## config.mk

```make
export PLATFORM = sky130hd
export DESIGN_NAME = binary_3x3_lookup_enhance
export DESIGN_NICKNAME = d
export VERILOG_FILES = /design/src/rtl/b3le_pkg.sv /design/src/rtl/b3le_line_buf.sv /design/src/rtl/b3le_emit.sv /design/src/rtl/binary_3x3_lookup_enhance.sv
export SDC_FILE = /design/constraint.sdc
export NUM_CORES = 2
export LEC_CHECK = 0
export BUFFER_PORTS_ARGS = -buffer_cell sky130_fd_sc_hd__buf_4
export CAP_MARGIN = 5
export CORE_MARGIN = 1.5
export CORE_UTILIZATION = 57
export CTS_CLUSTER_SIZE = 12
export DETAILED_ROUTE_END_ITERATION = 16
export PLACE_DENSITY = 0.84
export SLEW_MARGIN = 10
export SYNTH_ARGS = -nofsm -noshare
export SYNTH_HDL_FRONTEND = slang
export SYNTH_SLANG_ARGS = --single-unit
```

## constraint.sdc

```tcl
create_clock -name clk -period 4.8 [get_ports clk]
set_clock_uncertainty 0.2 [all_clocks]
set_input_delay 0.72 -clock clk [delete_from_list [all_inputs] [get_ports clk]]
set_output_delay 0.72 -clock clk [all_outputs]
set_load 0.005 [all_outputs]
```

## src/rtl/b3le_pkg.sv

```systemverilog
package b3le_pkg;

    localparam int TABLE_WORDS = 8;
    localparam int TABLE_SIZE  = 512;
    localparam int LIT_W       = 17;

    localparam logic [LIT_W-1:0] LIT_CAP    = 17'h1FFFF;
    localparam logic [8:0]       SHIFT_KEEP = 9'h1B6;

    // Window indexes of one accepted pixel, handed to the result stage
    typedef struct packed {
        logic [8:0] idx0;
        logic [8:0] idx1;
        logic [8:0] idx2;
        logic       row_end;
        logic       frame_end;
    } win_t;

    // Slide the 3x3 window one column left and bring in a new column
    function automatic logic [8:0] win_shift(logic [8:0] w, logic t, logic m, logic b);
        logic [8:0] s;
        s = (w << 1) & SHIFT_KEEP;
        s[6] = s[6] | t;
        s[3] = s[3] | m;
        s[0] = s[0] | b;
        return s;
    endfunction

endpackage

```

## src/rtl/b3le_line_buf.sv

```systemverilog
module b3le_line_buf #(
    parameter int MAX_WIDTH = 256
) (
    input  logic               clk,
    input  logic               rst_n,
    input  logic               in_valid,
    output logic               in_ready,
    input  logic               opcode,
    input  logic               pixel,
    input  logic               end_of_row,
    input  logic               last,
    input  logic               tbl_first,
    input  logic               tbl_final,
    output logic               win_valid,
    input  logic               win_ready,
    output b3le_pkg::win_t     win
);

    localparam int CW = $clog2(MAX_WIDTH + 1);
    localparam int AW = (MAX_WIDTH > 1) ? $clog2(MAX_WIDTH) : 1;
    localparam logic [CW-1:0] COL_MAX = CW'(MAX_WIDTH);

    // front-end state
    logic [CW-1:0] col_reg, col_next;
    logic [CW-1:0] fw_reg, fw_next;
    logic [1:0]    rows_reg, rows_next;
    logic          par_reg, par_next;
    logic          bg_reg, bg_next;

    // second stage
    logic          b_valid_reg, b_valid_next;
    logic          b_v_reg, b_endr_reg, b_last_reg, b_bg_reg, b_col0_reg;
    logic          b_top_ok_reg, b_mid_ok_reg, b_par_reg, b_store_reg;
    logic [AW-1:0] b_addr_reg;
    logic [8:0]    window_reg, window_next;

    // line store: bit n of each word is bank n at that column
    logic [1:0]    mem [MAX_WIDTH];
    logic [1:0]    rdata_reg;
    logic          fwd_reg;
    logic [1:0]    fwd_word_reg;

    logic          acc, adv_b, wen;
    logic          v, endr, store, in_frame;
    logic [CW-1:0] col_inc;
    logic [AW-1:0] addr;
    logic [1:0]    word, wword;
    logic          top, mid;
    logic [8:0]    base, w1, w2, w3;

    assign adv_b    = b_valid_reg && win_ready;
    assign in_ready = !b_valid_reg || win_ready;
    assign acc      = in_valid && in_ready;

    assign v        = opcode ? bg_reg : pixel;
    assign endr     = end_of_row || last;
    assign store    = col_reg < COL_MAX;
    assign in_frame = store && (col_reg < fw_reg);
    assign col_inc  = store ? col_reg + CW'(1) : col_reg;
    assign addr     = col_reg[AW-1:0];

    always_comb
    begin
        col_next  = col_reg;
        fw_next   = fw_reg;
        rows_next = rows_reg;
        par_next  = par_reg;
        bg_next   = bg_reg;
        if (acc)
        begin
            col_next = endr ? '0 : col_inc;
            if (endr)
            begin
                if (rows_reg == 2'd0)
                begin
                    fw_next = col_inc;
                end
                rows_next = (rows_reg == 2'd2) ? 2'd2 : rows_reg + 2'd1;
                par_next  = !par_reg;
            end
            if (last)
            begin
                fw_next   = '0;
                rows_next = 2'd0;
                par_next  = 1'b0;
                bg_next   = bg_reg ? tbl_final : tbl_first;
            end
        end
    end

    always_comb
    begin
        b_valid_next = b_valid_reg;
        if (acc)
        begin
            b_valid_next = 1'b1;
        end
        else if (adv_b)
        begin
            b_valid_next = 1'b0;
        end
    end

    // read-modify-write of the column word
    assign word  = fwd_reg ? fwd_word_reg : rdata_reg;
    assign top   = b_top_ok_reg ? word[b_par_reg] : b_bg_reg;
    assign mid   = b_mid_ok_reg ? word[!b_par_reg] : b_bg_reg;
    assign wword = b_par_reg ? {b_v_reg, word[0]} : {word[1], b_v_reg};
    assign wen   = adv_b && b_store_reg;

    assign base = b_col0_reg ? {9{b_bg_reg}} : window_reg;
    assign w1   = b3le_pkg::win_shift(base, top, mid, b_v_reg);
    assign w2   = b3le_pkg::win_shift(w1, b_bg_reg, b_bg_reg, b_bg_reg);
    assign w3   = b3le_pkg::win_shift(w2, b_bg_reg, b_bg_reg, b_bg_reg);

    always_comb
    begin
        window_next = window_reg;
        if (adv_b)
        begin
            if (b_last_reg)
            begin
                window_next = '0;
            end
            else if (b_endr_reg)
            begin
                window_next = w3;
            end
            else
            begin
                window_next = w1;
            end
        end
    end

    assign win_valid     = b_valid_reg;
    assign win.idx0      = w1;
    assign win.idx1      = w2;
    assign win.idx2      = w3;
    assign win.row_end   = b_endr_reg;
    assign win.frame_end = b_last_reg;

    always_ff @(posedge clk or negedge rst_n)
    begin
        if (!rst_n)
        begin
            col_reg     <= '0;
            fw_reg      <= '0;
            rows_reg    <= 2'd0;
            par_reg     <= 1'b0;
            bg_reg      <= 1'b0;
            b_valid_reg <= 1'b0;
            window_reg  <= '0;
        end
        else
        begin
            col_reg     <= col_next;
            fw_reg      <= fw_next;
            rows_reg    <= rows_next;
            par_reg     <= par_next;
            bg_reg      <= bg_next;
            b_valid_reg <= b_valid_next;
            window_reg  <= window_next;
        end
    end

    always_ff @(posedge clk)
    begin
        if (acc)
        begin
            b_v_reg      <= v;
            b_endr_reg   <= endr;
            b_last_reg   <= last;
            b_bg_reg     <= bg_reg;
            b_col0_reg   <= (col_reg == '0);
            b_top_ok_reg <= in_frame && (rows_reg == 2'd2);
            b_mid_ok_reg <= in_frame && (rows_reg != 2'd0);
            b_par_reg    <= par_reg;
            b_store_reg  <= store;
            b_addr_reg   <= addr;
            // the write below lands on the same edge as this read
            fwd_reg      <= wen && (b_addr_reg == addr);
            fwd_word_reg <= wword;
        end
    end

    always_ff @(posedge clk)
    begin
        if (acc && store)
        begin
            rdata_reg <= mem[addr];
        end
        if (wen)
        begin
            mem[b_addr_reg] <= wword;
        end
    end

endmodule

```

## src/rtl/b3le_emit.sv

```systemverilog
module b3le_emit (
    input  logic                          clk,
    input  logic                          rst_n,
    input  logic [b3le_pkg::TABLE_SIZE-1:0] lut,
    input  logic                          win_valid,
    output logic                          win_ready,
    input  b3le_pkg::win_t                win,
    output logic                          out_valid,
    input  logic                          out_ready,
    output logic                          out_pixel,
    output logic                          out_end_of_row,
    output logic                          end_of_frame,
    output logic [b3le_pkg::LIT_W-1:0]    lit_count
);

    logic                       c_valid_reg, c_valid_next;
    logic [1:0]                 k_reg, k_next;
    b3le_pkg::win_t             slot_reg;
    logic                       o_valid_reg, o_valid_next;
    logic                       o_pixel_reg, o_eor_reg, o_eof_reg;
    logic [b3le_pkg::LIT_W-1:0] o_lit_reg;
    logic [b3le_pkg::LIT_W-1:0] lit_reg, lit_next;

    logic                       out_load, c_fire, c_done, take;
    logic [8:0]                 sel;
    logic                       p, eor, eof;
    logic [b3le_pkg::LIT_W-1:0] sum;

    assign out_load  = !o_valid_reg || out_ready;
    assign c_fire    = c_valid_reg && out_load;
    assign eor       = slot_reg.row_end && (k_reg == 2'd2);
    assign eof       = eor && slot_reg.frame_end;
    assign c_done    = c_fire && (!slot_reg.row_end || (k_reg == 2'd2));
    assign win_ready = !c_valid_reg || c_done;
    assign take      = win_valid && win_ready;

    always_comb
    begin
        unique case (k_reg)
            2'd0:    sel = slot_reg.idx0;
            2'd1:    sel = slot_reg.idx1;
            default: sel = slot_reg.idx2;
        endcase
    end

    assign p   = lut[sel];
    assign sum = (p && (lit_reg != b3le_pkg::LIT_CAP)) ? lit_reg + 1'b1 : lit_reg;

    always_comb
    begin
        c_valid_next = c_valid_reg;
        k_next       = k_reg;
        lit_next     = lit_reg;
        o_valid_next = o_valid_reg;
        if (out_load)
        begin
            o_valid_next = c_valid_reg;
        end
        if (c_fire)
        begin
            lit_next = eof ? '0 : sum;
            k_next   = k_reg + 2'd1;
        end
        if (take)
        begin
            c_valid_next = 1'b1;
            k_next       = 2'd0;
        end
        else if (c_done)
        begin
            c_valid_next = 1'b0;
        end
    end

    always_ff @(posedge clk or negedge rst_n)
    begin
        if (!rst_n)
        begin
            c_valid_reg <= 1'b0;
            k_reg       <= 2'd0;
            lit_reg     <= '0;
            o_valid_reg <= 1'b0;
        end
        else
        begin
            c_valid_reg <= c_valid_next;
            k_reg       <= k_next;
            lit_reg     <= lit_next;
            o_valid_reg <= o_valid_next;
        end
    end

    always_ff @(posedge clk)
    begin
        if (take)
        begin
            slot_reg <= win;
        end
        if (c_fire)
        begin
            o_pixel_reg <= p;
            o_eor_reg   <= eor;
            o_eof_reg   <= eof;
            o_lit_reg   <= sum;
        end
    end

    assign out_valid      = o_valid_reg;
    assign out_pixel      = o_pixel_reg;
    assign out_end_of_row = o_eor_reg;
    assign end_of_frame   = o_eof_reg;
    assign lit_count      = o_lit_reg;

endmodule

```

## src/rtl/binary_3x3_lookup_enhance.sv

```systemverilog
// Binary 3x3 lookup enhancement, one pass over a raster-order binary image.
// Input stream: one pixel per request; tuser selects image pixel or padding,
// tdata carries the pixel and the row-end mark, tlast closes the frame.
// Send H rows of W pixels, then two rows of W padding requests.
// Output stream: one enhanced pixel per request (three at row end), W+2 per row,
// H+2 rows; tlast marks the final pixel of the frame, tdata also carries the
// running saturating count of lit pixels.
// The 512-entry table is loaded through cfg_wen/cfg_index/cfg_data, eight
// 64-bit words, only while the stream is idle; the user, not the block, must ensure it.
// Each request passes the second stage, the emit slot and the output register.
// Throughput: one request per cycle while m_axis_tready is high; a row-end
// request gives three results and holds tready low while the single output port emits them.
// The line store is a MAX_WIDTH x 2-bit memory, one read and one write per
// cycle, read on acceptance, written back from the second stage with forwarding.
// Reset clears counters, window, background (dark), table and lit count.
// When m_axis_tready is low the output register holds and the pipeline stops,
// lowering s_axis_tready once the internal stages are full.
module binary_3x3_lookup_enhance #(
    parameter int MAX_WIDTH = 256
) (
    input  logic        clk,
    input  logic        rst_n,
    input  logic        s_axis_tvalid,
    output logic        s_axis_tready,
    input  logic [7:0]  s_axis_tdata,   // pixel, end_of_row, zero fill
    input  logic [0:0]  s_axis_tuser,   // opcode
    input  logic        s_axis_tlast,
    output logic        m_axis_tvalid,
    input  logic        m_axis_tready,
    output logic [23:0] m_axis_tdata,   // out_pixel, out_end_of_row, lit_count[16:0], zero fill
    output logic        m_axis_tlast,
    input  logic        cfg_wen,
    input  logic [2:0]  cfg_index,
    input  logic [63:0] cfg_data
);

    logic [b3le_pkg::TABLE_WORDS-1:0][63:0] table_reg;
    logic [b3le_pkg::TABLE_SIZE-1:0]         lut;

    logic                       win_valid, win_ready;
    b3le_pkg::win_t             win;
    logic                       out_pixel, out_end_of_row;
    logic [b3le_pkg::LIT_W-1:0] lit_count;

    always_ff @(posedge clk or negedge rst_n)
    begin
        if (!rst_n)
        begin
            table_reg <= '0;
        end
        else if (cfg_wen)
        begin
            table_reg[cfg_index] <= cfg_data;
        end
    end

    assign lut = table_reg;

    b3le_line_buf #(
        .MAX_WIDTH (MAX_WIDTH)
    ) u_line_buf (
        .clk        (clk),
        .rst_n      (rst_n),
        .in_valid   (s_axis_tvalid),
        .in_ready   (s_axis_tready),
        .opcode     (s_axis_tuser[0]),
        .pixel      (s_axis_tdata[0]),
        .end_of_row (s_axis_tdata[1]),
        .last       (s_axis_tlast),
        .tbl_first  (lut[0]),
        .tbl_final  (lut[b3le_pkg::TABLE_SIZE-1]),
        .win_valid  (win_valid),
        .win_ready  (win_ready),
        .win        (win)
    );

    b3le_emit u_emit (
        .clk            (clk),
        .rst_n          (rst_n),
        .lut            (lut),
        .win_valid      (win_valid),
        .win_ready      (win_ready),
        .win            (win),
        .out_valid      (m_axis_tvalid),
        .out_ready      (m_axis_tready),
        .out_pixel      (out_pixel),
        .out_end_of_row (out_end_of_row),
        .end_of_frame   (m_axis_tlast),
        .lit_count      (lit_count)
    );

    assign m_axis_tdata = {5'b0, lit_count, out_end_of_row, out_pixel};

endmodule
```

==> results.sh <==
export IMPL_dp_slack_ns=0.009557
export IMPL_cellPowerDensity_nw_per_um2=610.6
export IMPL_synth_xor_xnor_area_share=0.004569
export IMPL_dp_hpwl_um=108400
export IMPL_synth_top_family_by_area="multiplexers"
export IMPL_status="finished clean"
export IMPL_yosysSeqAreaShare=0.5401
export IMPL_synth_compound_area_frac=0.1394
export IMPL_die_area_um2=102800
export IMPL_clkSinkCount=1128
export IMPL_period_needed_ns=4.665
export IMPL_wl_per_cell_um=30.32
export IMPL_syn_to_final_growth_pct=11.71
export IMPL_max_freq_mhz=214.4
export IMPL_grt_pass1_vias=43490
export IMPL_grt_max_degree=131
export IMPL_clkSlewWorstSetupHoldPaths_ns=0.07
export IMPL_cp_start_kind="register"
export IMPL_synth_edf_count=566
export IMPL_drt_total_wl_um=184500
export IMPL_critPathMaxFanout=26
export IMPL_ys_flop_type="edfxtp_1"
export IMPL_power_switching_uw=15520
export IMPL_reg2reg_from="u_emit.k_reg[0]"
export IMPL_synthMuxAreaShare=0.1810
export IMPL_dpl_cell_count=5864
export IMPL_yosysWarnings=0
export IMPL_syn_area_per_cell_um2=12.32
export IMPL_fin_nets=4796
export IMPL_power_leakage_uw=0.02307
export IMPL_grt_total_usage=0.3558
export IMPL_grt_pass1_wl_um=276200
export IMPL_cts_root_buffer="clkbuf_16"
export IMPL_hold_path_startpoint="cfg_data[16]"
export IMPL_final_cell_mix="566 x edfxtp_1, 558 x dfrtp_1, 526 x mux2_2"
export IMPL_path_class="register to register"
export IMPL_clock_latency_ns=0.77
export IMPL_syn_instance_count=4668
export IMPL_layout_drive_gt1_share=0.2712
export IMPL_initial_utilization=0.5751
export IMPL_pwr_share_comb=0.431
export IMPL_vias_per_cell=7.332
export IMPL_core_area_um2=100000
export IMPL_worst_pin_slew_ns=1.423
export IMPL_setup_violations=0
export IMPL_drt_iter0_drc=6552
export IMPL_die_h_um=320.6
export IMPL_fin_crit_sh=0.9718
export IMPL_htree_levels=3
export IMPL_finalHoldViolCount=0
export IMPL_synth_cell_types=106
export IMPL_cts_max_path_buffers=3
export IMPL_fin_ws_ns=0.1351
export IMPL_crit_required_ns=5.08
export IMPL_ys_seq_elements=1128
export IMPL_intPower_uw=23700
export IMPL_startpoint="u_emit.k_reg[0]"
export IMPL_io_pins=109
export IMPL_fill_cells=6906
export IMPL_globalplace_congestion=1.002
export IMPL_hold_path_class="input pin to register"
export IMPL_rows=116
export IMPL_yosys_area_share_adder=0.003916
export IMPL_numPortBuffers=97
export IMPL_vias=44620
export IMPL_ant_nets=0
export IMPL_timing_slew_headroom=0.04871
export IMPL_instances_no_fill=6085
export IMPL_seq_area_um2=31070
export IMPL_drc=0
export IMPL_die_w_um=320.6
export IMPL_peakVddDrop_mv=0.4198
export IMPL_endpoint_kind="register"
export IMPL_max_cap_violations=0
export IMPL_async_reset_ff_frac=0.4982
export IMPL_p_clk_frac=0.234
export IMPL_multiInputGateArea_um2=24280
export IMPL_yosys_area_share_simple=0.09025
export IMPL_grt_overflow=0
export IMPL_cp_arrival_ns=4.94
export IMPL_synth_area_um2=57510
export IMPL_cts_tree="yes"
export IMPL_final_setup_tns_ns=0
export IMPL_antenna_found_initial=14
export IMPL_power_frac_seq=0.334
export IMPL_drv_slew=0
export IMPL_dr_pass1_iters=7
export IMPL_switching_share=0.3958
export IMPL_final_common_cell="edfxtp_1"
export IMPL_cts_buffers=117
-- layout make-up --
class / count / area share
tap: 1298 / 0.02528
timing repair buffer: 333 / 0.04978
sequential: 1128 / 0.4836
multi-input combinational: 3050 / 0.3779
antenna: 8 / 0.0003116
clock buffer: 159 / 0.04945
clock inverter: 43 / 0.009621
inverter: 66 / 0.003973
-- critical path, cell delays in order (launching register included) --
cell and delay (ns):
dfrtp_1 0.39, inv_1 0.12, ha_4 0.23, buf_12 0.18, or3b_1 0.54, nand2_2 0.16, buf_12 0.25, nor2_4 0.12
a31oi_1 0.21, nand4_1 0.33, nor4b_1 0.27, nor4_1 0.46, nor4_2 0.09, buf_4 0.19, nand2_1 0.12, buf_12 0.18
buf_4 0.14, nor3_2 0.04, xor2_1 0.15
-- stage by stage --
stage | hold WS, ns | power [uW] | util | cell area [um2]
global placement | 0.2590 | 28610 | 0.6022 | 60230
global route | 0.08111 | 40430 | 0.6423 | 64230
CTS | 0.06544 | 38390 | 0.6405 | 64060
finish | 0.08828 | 39230 | 0.6424 | 64240
detailed placement | 0.2624 | 29080 | 0.6022 | 60230
floorplan | 0.2244 | 23100 | - | 57520
-- path summary, 6_finish.rpt --
path | slack, ns | endpoint | depth (start not counted)
min in group asynchronous | 0.42 | lut[41] | 2
worst max-delay path | 0.14 | u_emit.lit_count[14] | 18
max in group asynchronous | 2.82 | u_line_buf.col_reg[3] | 3
worst max register to register | 0.14 | u_emit.lit_count[14] | 18
worst min register to register | 0.28 | u_line_buf.fw_reg[4] | 2
worst min-delay path | 0.09 | lut[400] | 2
-- synthesized netlist by cell type (all sizes together), types with 59 or more instances --
cell / n / area, um2
a21oi: 120 / 604.3
buf: 228 / 1340
clkbuf: 200 / 752.0
dfrtp: 562 / 14060
edfxtp: 566 / 17000
inv: 65 / 246.5
mux2: 527 / 5934
mux2i: 71 / 710.7
mux4: 167 / 3761
nand2: 212 / 819.5
nand2b: 68 / 435.4
nor2: 443 / 1678
nor3: 106 / 555.5
o211ai: 110 / 825.8
o21ai: 267 / 1340
o221ai: 59 / 516.8
o22ai: 128 / 800.8
o311ai: 66 / 608.1
-- logic make-up (layout without fill, tap and decap cells) --
family,count (synthesis),in the layout
buf+inv,494,601
other cells,1,13
fa+ha+maj,18,18
simple gates,1093,1093
compound gates,1139,1139
mux,765,765
xor+xnor,30,30
flops,1128,1128
-- metal layers --
| layer | part of all wire | GRT usage | wire length [um] | up-vias |
|---|---|---|---|---|
| met5 | 0.00057 | 0 | 106 | - |
| met4 | 0.073 | 0.2136 | 13500 | 16 |
| met3 | 0.12 | 0.09333 | 22940 | 948 |
| met2 | 0.46 | 0.5572 | 84900 | 3659 |
| met1 | 0.34 | 0.4453 | 63020 | 21990 |
| li1 | - | - | - | 18000 |
-- power by group through the flow --
stage               Combinational (uW)  Clock, uW  Sequential, uW
floorplan                        10300          0           12800
global placement                 15500          0           13100
detailed placement               15900          0           13200
CTS                              16100       9190           13100
global route                     17600       9550           13300
finish                           16900       9190           13100
-- timing repair --
action                     CTS  global route
setup endpoints to repair    1            34
gates cloned                 0             0
hold endpoints to repair    71             0
hold buffers                 2             0
pin swaps                    1             3
buffers inserted             1             8
gates resized for setup      0            21
No activity file was read; power rests on OpenSTA's default activity.
